File: config.mk
export PLATFORM = sky130hd
export DESIGN_NAME = midi_running_status_parser
export DESIGN_NICKNAME = d
export VERILOG_FILES = /design/src/sv/mrsp_pkg.sv /design/src/sv/mrsp_front.sv /design/src/sv/mrsp_queue.sv /design/src/sv/mrsp_back.sv /design/src/sv/midi_running_status_parser.sv
export SDC_FILE = /design/constraint.sdc
export NUM_CORES = 1
export LEC_CHECK = 0
export BUFFER_PORTS_ARGS = -buffer_cell sky130_fd_sc_hd__buf_2
export CORE_ASPECT_RATIO = 1.1
export CORE_MARGIN = 3
export CORE_UTILIZATION = 63
export DETAILED_ROUTE_END_ITERATION = 7
export GPL_TIMING_DRIVEN = 0
export PLACE_DENSITY = 0.84
export SLEW_MARGIN = 20
export SYNTH_ARGS = -nofsm -noshare
export SYNTH_HDL_FRONTEND = slang
export SYNTH_SLANG_ARGS = --single-unit
File: constraint.sdc
create_clock -name i_clk -period 8 [get_ports i_clk]
set_input_delay 0.8 -clock i_clk [delete_from_list [all_inputs] [get_ports i_clk]]
set_output_delay 0.8 -clock i_clk [all_outputs]
set_load 0.02 [all_outputs]
File: src/sv/mrsp_pkg.sv
package mrsp_pkg;

    localparam int QDEPTH = 4;
    localparam int QPTR_W = $clog2(QDEPTH);
    localparam int QCNT_W = $clog2(QDEPTH + 1);

    localparam logic [7:0] BYTE_CLOCK   = 8'hF8;
    localparam logic [7:0] BYTE_START   = 8'hFA;
    localparam logic [7:0] BYTE_STOP    = 8'hFC;
    localparam logic [7:0] BYTE_RT_BASE = 8'hF8;
    localparam logic [7:0] BYTE_SYS     = 8'hF0;
    localparam logic [7:0] BYTE_MTC     = 8'hF1;
    localparam logic [7:0] BYTE_SPP     = 8'hF2;
    localparam logic [7:0] BYTE_SONG    = 8'hF3;
    localparam logic [3:0] NIB_CC       = 4'hB;
    localparam logic [3:0] NIB_PROG     = 4'hC;
    localparam logic [3:0] NIB_PRESS    = 4'hD;

    typedef enum logic [1:0] {
        EV_CLOCK = 2'd0,
        EV_START = 2'd1,
        EV_STOP  = 2'd2,
        EV_CC    = 2'd3
    } t_event_kind;

    typedef enum logic [1:0] {
        CL_REALTIME = 2'd0,
        CL_STATUS   = 2'd1,
        CL_DATA     = 2'd2
    } t_item_class;

    typedef struct packed {
        t_item_class cls;
        t_event_kind kind;
        logic [7:0]  data;
    } t_item;

    function automatic logic [1:0] payload_length(input logic [7:0] status);
        logic [1:0] len;
        if (status >= BYTE_SYS) begin
            if (status == BYTE_MTC || status == BYTE_SONG) begin
                len = 2'd1;
            end else if (status == BYTE_SPP) begin
                len = 2'd2;
            end else begin
                len = 2'd0;
            end
        end else if (status[7:4] == NIB_PROG || status[7:4] == NIB_PRESS) begin
            len = 2'd1;
        end else begin
            len = 2'd2;
        end
        return len;
    endfunction

endpackage

File: src/sv/mrsp_front.sv
module mrsp_front (
    input  logic           i_valid,
    output logic           o_stall,
    input  logic [7:0]     i_rx_byte,
    input  logic           i_q_full,
    output logic           o_push,
    output mrsp_pkg::t_item o_item
);
    import mrsp_pkg::*;

    logic keep;

    always_comb begin
        o_item.data = i_rx_byte;
        o_item.kind = EV_CLOCK;
        keep        = 1'b1;
        if (i_rx_byte >= BYTE_RT_BASE) begin
            o_item.cls = CL_REALTIME;
            if (i_rx_byte == BYTE_CLOCK) begin
                o_item.kind = EV_CLOCK;
            end else if (i_rx_byte == BYTE_START) begin
                o_item.kind = EV_START;
            end else if (i_rx_byte == BYTE_STOP) begin
                o_item.kind = EV_STOP;
            end else begin
                keep = 1'b0;
            end
        end else if (i_rx_byte[7]) begin
            o_item.cls = CL_STATUS;
        end else begin
            o_item.cls = CL_DATA;
        end
    end

    // undefined realtime bytes are taken and dropped here
    assign o_stall = i_q_full;
    assign o_push  = i_valid && !i_q_full && keep;

endmodule

File: src/sv/mrsp_queue.sv
module mrsp_queue (
    input  logic            i_clk,
    input  logic            i_rst_n,
    input  logic            i_push,
    input  mrsp_pkg::t_item i_item,
    output logic            o_full,
    output logic            o_valid,
    input  logic            i_pop,
    output mrsp_pkg::t_item o_item
);
    import mrsp_pkg::*;

    t_item              r_mem [QDEPTH];
    logic [QPTR_W-1:0]  r_wr_ptr, n_wr_ptr;
    logic [QPTR_W-1:0]  r_rd_ptr, n_rd_ptr;
    logic [QCNT_W-1:0]  r_count, n_count;
    logic               do_pop;

    assign o_full  = (r_count == QCNT_W'(QDEPTH));
    assign o_valid = (r_count != '0);
    assign o_item  = r_mem[r_rd_ptr];
    assign do_pop  = i_pop && o_valid;

    always_comb begin
        n_wr_ptr = i_push ? r_wr_ptr + 1'b1 : r_wr_ptr;
        n_rd_ptr = do_pop ? r_rd_ptr + 1'b1 : r_rd_ptr;
        n_count  = r_count + QCNT_W'(i_push) - QCNT_W'(do_pop);
    end

    always_ff @(posedge i_clk) begin
        if (i_push) begin
            r_mem[r_wr_ptr] <= i_item;
        end
    end

    always_ff @(posedge i_clk) begin
        if (!i_rst_n) begin
            r_wr_ptr <= '0;
            r_rd_ptr <= '0;
            r_count  <= '0;
        end else begin
            r_wr_ptr <= n_wr_ptr;
            r_rd_ptr <= n_rd_ptr;
            r_count  <= n_count;
        end
    end

endmodule

File: src/sv/mrsp_back.sv
module mrsp_back (
    input  logic            i_clk,
    input  logic            i_rst_n,
    input  logic            i_q_valid,
    input  mrsp_pkg::t_item i_item,
    output logic            o_pop,
    output logic            o_valid,
    input  logic            i_stall,
    output logic [1:0]      o_event_kind,
    output logic [3:0]      o_midi_channel,
    output logic [6:0]      o_controller_number,
    output logic [6:0]      o_controller_value
);
    import mrsp_pkg::*;

    logic [7:0] r_status, n_status;
    logic [1:0] r_expected, n_expected;
    logic [1:0] r_received, n_received;
    logic [6:0] r_first, n_first;
    logic       r_out_valid, n_out_valid;
    logic [1:0] r_kind, n_kind;
    logic [3:0] r_chan, n_chan;
    logic [6:0] r_num, n_num;
    logic [6:0] r_val, n_val;
    logic [1:0] rc_inc;

    assign o_pop = i_q_valid && (!r_out_valid || !i_stall);

    always_comb begin
        n_status    = r_status;
        n_expected  = r_expected;
        n_received  = r_received;
        n_first     = r_first;
        n_out_valid = r_out_valid && i_stall;
        n_kind      = r_kind;
        n_chan      = r_chan;
        n_num       = r_num;
        n_val       = r_val;
        rc_inc      = r_received + 2'd1;
        if (o_pop) begin
            unique case (i_item.cls)
                CL_REALTIME: begin
                    n_out_valid = 1'b1;
                    n_kind      = i_item.kind;
                    n_chan      = '0;
                    n_num       = '0;
                    n_val       = '0;
                end
                CL_STATUS: begin
                    n_status   = i_item.data;
                    n_expected = payload_length(i_item.data);
                    n_received = '0;
                    n_first    = '0;
                end
                CL_DATA: begin
                    if (r_status != '0 && r_expected != '0) begin
                        if (r_received == '0) begin
                            n_first = i_item.data[6:0];
                        end
                        n_received = rc_inc;
                        if (rc_inc >= r_expected) begin
                            if (r_status[7:4] == NIB_CC && r_expected == 2'd2) begin
                                n_out_valid = 1'b1;
                                n_kind      = EV_CC;
                                n_chan      = r_status[3:0];
                                n_num       = r_first;
                                n_val       = i_item.data[6:0];
                            end
                            if (r_status >= BYTE_SYS) begin
                                n_status   = '0;
                                n_expected = '0;
                                n_received = '0;
                                n_first    = '0;
                            end else begin
                                n_received = '0;
                            end
                        end
                    end
                end
                default: begin
                end
            endcase
        end
    end

    always_ff @(posedge i_clk) begin
        if (!i_rst_n) begin
            r_status    <= '0;
            r_expected  <= '0;
            r_received  <= '0;
            r_first     <= '0;
            r_out_valid <= 1'b0;
        end else begin
            r_status    <= n_status;
            r_expected  <= n_expected;
            r_received  <= n_received;
            r_first     <= n_first;
            r_out_valid <= n_out_valid;
        end
    end

    always_ff @(posedge i_clk) begin
        r_kind <= n_kind;
        r_chan <= n_chan;
        r_num  <= n_num;
        r_val  <= n_val;
    end

    assign o_valid             = r_out_valid;
    assign o_event_kind        = r_kind;
    assign o_midi_channel      = r_chan;
    assign o_controller_number = r_num;
    assign o_controller_value  = r_val;

endmodule

File: src/sv/midi_running_status_parser.sv
// a byte taken is first written into the queue, and the parser then registers its event at the output
// throughput: one byte per cycle while the queue is not full, limited by the parser state update
// a four-entry queue between classifier and parser absorbs output stalls
// synchronous active-low reset clears the queue, the parser state and the output valid
module midi_running_status_parser (
    input  logic       i_clk,
    input  logic       i_rst_n,
    input  logic       i_valid,
    output logic       o_stall,
    input  logic [7:0] i_rx_byte,
    output logic       o_valid,
    input  logic       i_stall,
    output logic [1:0] o_event_kind,
    output logic [3:0] o_midi_channel,
    output logic [6:0] o_controller_number,
    output logic [6:0] o_controller_value
);
    import mrsp_pkg::*;

    t_item push_item;
    t_item pop_item;
    logic  push;
    logic  q_full;
    logic  q_valid;
    logic  pop;

    mrsp_front u_front (
        .i_valid   (i_valid),
        .o_stall   (o_stall),
        .i_rx_byte (i_rx_byte),
        .i_q_full  (q_full),
        .o_push    (push),
        .o_item    (push_item)
    );

    mrsp_queue u_queue (
        .i_clk   (i_clk),
        .i_rst_n (i_rst_n),
        .i_push  (push),
        .i_item  (push_item),
        .o_full  (q_full),
        .o_valid (q_valid),
        .i_pop   (pop),
        .o_item  (pop_item)
    );

    mrsp_back u_back (
        .i_clk               (i_clk),
        .i_rst_n             (i_rst_n),
        .i_q_valid           (q_valid),
        .i_item              (pop_item),
        .o_pop               (pop),
        .o_valid             (o_valid),
        .i_stall             (i_stall),
        .o_event_kind        (o_event_kind),
        .o_midi_channel      (o_midi_channel),
        .o_controller_number (o_controller_number),
        .o_controller_value  (o_controller_value)
    );

endmodule

==> metrics <==
CTS Hold Buffers Added 0; Post-synth EDFFs 68; Hold Fails Final Rpt 0; Slew HR 55.1%; core area 5910 µm²; share of cells above drive strength 1 22.6%; Period Utilization, post-route 36.3%; Cell Area, Synth 3960 µm²; drt total wl 6770 µm; Critical Path RT 8.08 ns; Final GP Congestion 0.820; largest net degree at the start of global routing 20; first-pass GRT wire length 11200 µm; initial antenna violation count 0; most common cell after layout, fill and taps aside edfxtp_1; post_cts resized 0; grt ovf 0; number of remaining DRC errors 0; post-synthesis async set-or-reset flop share 0%; Finished Core Util 74.9%; DRT Pass-1 Iters 5; worst slack, placed 4.88 ns; worst r2r src u_back.r_received[0]; Tmin final 2.90 ns; Routed Antenna Nets 0; I/O Buffers 33; Clock Tree Buf Depth 2; Syn Area/Cell 14.3 µm²; CP Launch Type flip-flop; drt initial violations 190; Max Slew Vio Count 0; Slew @ Worst Pin 0.664 ns; number of synthesized register bits 97; maxcap violations 0; Die Span X 81.5 µm; register area share after synthesis 66.3%; Setup CP Type flip-flop to flip-flop; vias in the first global route 2323; Pwr per Cell Area 350 nW/µm²; Die Y 89.1 µm; final setup violating endpoints 0; root buf cell clkbuf_8; Max Fclk 0.345 GHz; Worst Setup SP u_back.r_received[0]; CP arrival 2.98 ns; CTS tree done; Setup Fix Bufs, Post-CTS 0; row count 29; via count 2354; unrepaired setup endpoints after global routing false; syn nets 299; commonest cells after routing, fill and taps aside edfxtp_1, buf_2, dfxtp_1; Final nets 345; Post-DP HPWL 4860 µm; final worst slack 5.10 ns; Lkg Pwr 0.00159 µW; clock sinks 97; Post-synth top flop edfxtp_1; TNS Setup 0 ns; gr usage total 21.3%; I/O pin total 34; H-Tree Depth 3; VDD IR max 0.174 mV; CP endpoint kind flip-flop; clk_skew 0.00611 ns; Die ar. 7270 µm²; status completed; Initial Util 66.9%; drt via density 5.81; layout overhead on the synthesized area 12.0%; post-synth cell types 41; path type of the worst min-delay path flip-flop to flip-flop; hold path start u_back.r_first[2]; routed len/inst 16.7 µm; clk_lat worst skew 0.37 ns; CP Max Fanout 9; yosys warns 0; Synth Instances 277; Inserted Clock Buffers 9; total power draw 1550 µW; CTS clk-pin slew, worst paths 0.10 ns; ant diodes 0
[layout make-up]
class | instances | area (µm²)
Clock buffer | 9 | 124
Clock inverter | 7 | 71.3
Sequential cell | 97 | 2620
Tap cell | 77 | 96.3
Multi-Input combinational cell | 155 | 1230
Timing Repair Buffer | 35 | 175
Buffer | 11 | 57.6
Inverter | 14 | 52.6
Fill cell | 373 | 1490
[synth_stat cells (2+ instances only)]
| library cell | count | area (µm²) |
|---|---|---|
| a21oi_1 | 18 | 90.1 |
| and2_1 | 27 | 169 |
| and3_1 | 2 | 12.5 |
| buf_4 | 2 | 15.0 |
| clkbuf_1 | 7 | 26.3 |
| dfxtp_1 | 29 | 581 |
| edfxtp_1 | 68 | 2040 |
| ha_1 | 9 | 113 |
| inv_1 | 14 | 52.6 |
| mux2i_1 | 2 | 20.0 |
| mux4_2 | 12 | 270 |
| nand2_1 | 4 | 15.0 |
| nand2b_1 | 2 | 12.5 |
| nand3_1 | 13 | 65.1 |
| nand4_1 | 7 | 43.8 |
| nor2_1 | 9 | 33.8 |
| nor2b_1 | 3 | 18.8 |
| nor4_1 | 3 | 18.8 |
| nor4b_1 | 3 | 26.3 |
| o21a_1 | 2 | 15.0 |
| o21ai_0 | 16 | 80.1 |
| o31a_1 | 2 | 17.5 |
| or2_2 | 2 | 12.5 |
| xnor2_1 | 4 | 35.0 |
[logic make-up after synthesis]
family,share of synthesized area [%]
and+or+nand+nor,11.7
muxes,7.62
DFF,66.3
xor gates and xnor gates,1.11
AOI/OAI and AO/OA,7.15
buffers and inverters,2.78
adders and majority gates,3.35
[per-layer routing]
layer  GRT usage [%]  vias to the layer above  routed length [µm]
met5               0                        -                   0
met4            9.37                        0                 171
met3            6.35                       16                 314
met2            35.3                       67                3540
met1            26.0                     1148                2750
li1                -                     1123                   -
[through the flow]
step / instance area [µm²] / hold WS (ns) / cells
floorplan: 3960 / 0.449 / 277
global placement: 4220 / 0.458 / 387
detailed placement: 4230 / 0.465 / 389
CTS: 4430 / 0.480 / 405
global route: 4430 / 0.529 / 405
finish: 4430 / 0.480 / 405
[worst max-delay path, cell delays in order, from the launching register on]
cell,delay [ns]
dfxtp_1,0.35
inv_1,0.07
ha_1,0.31
ha_1,0.28
a21oi_1,0.12
o31a_1,0.34
nor4_2,0.56
buf_2,0.33
buf_2,0.24
[sequential cells by signal, indices dropped and copies added (netlist names), named ones only]
signal,count
u_back.r_received,2
u_back.r_first,7
u_back.o_controller_number,7
u_queue.r_wr_ptr,2
u_back.o_event_kind,2
u_back.o_midi_channel,4
u_queue.r_rd_ptr,2
u_back.r_expected,2
u_queue.r_mem,48
u_back.o_controller_value,7
u_back.o_valid,1
u_queue.r_count,3
u_back.r_status,8
[path summary, 6_finish.rpt]
check | to | slack, ns | cells past startpoint
hold reg to reg | u_back.r_first[2] | 0.48 | 2
hold / removal | u_back.r_first[2] | 0.48 | 2
setup / recovery | u_back.o_event_kind[0] | 5.10 | 8
setup reg to reg | u_back.o_event_kind[0] | 5.10 | 8
[power breakdown]
group          internal (µW)  switching [µW]  total, µW
combinational            209             342        552
sequential               654            40.0        694
clock                    122             183        305
Power figures use the tool's default switching activity.
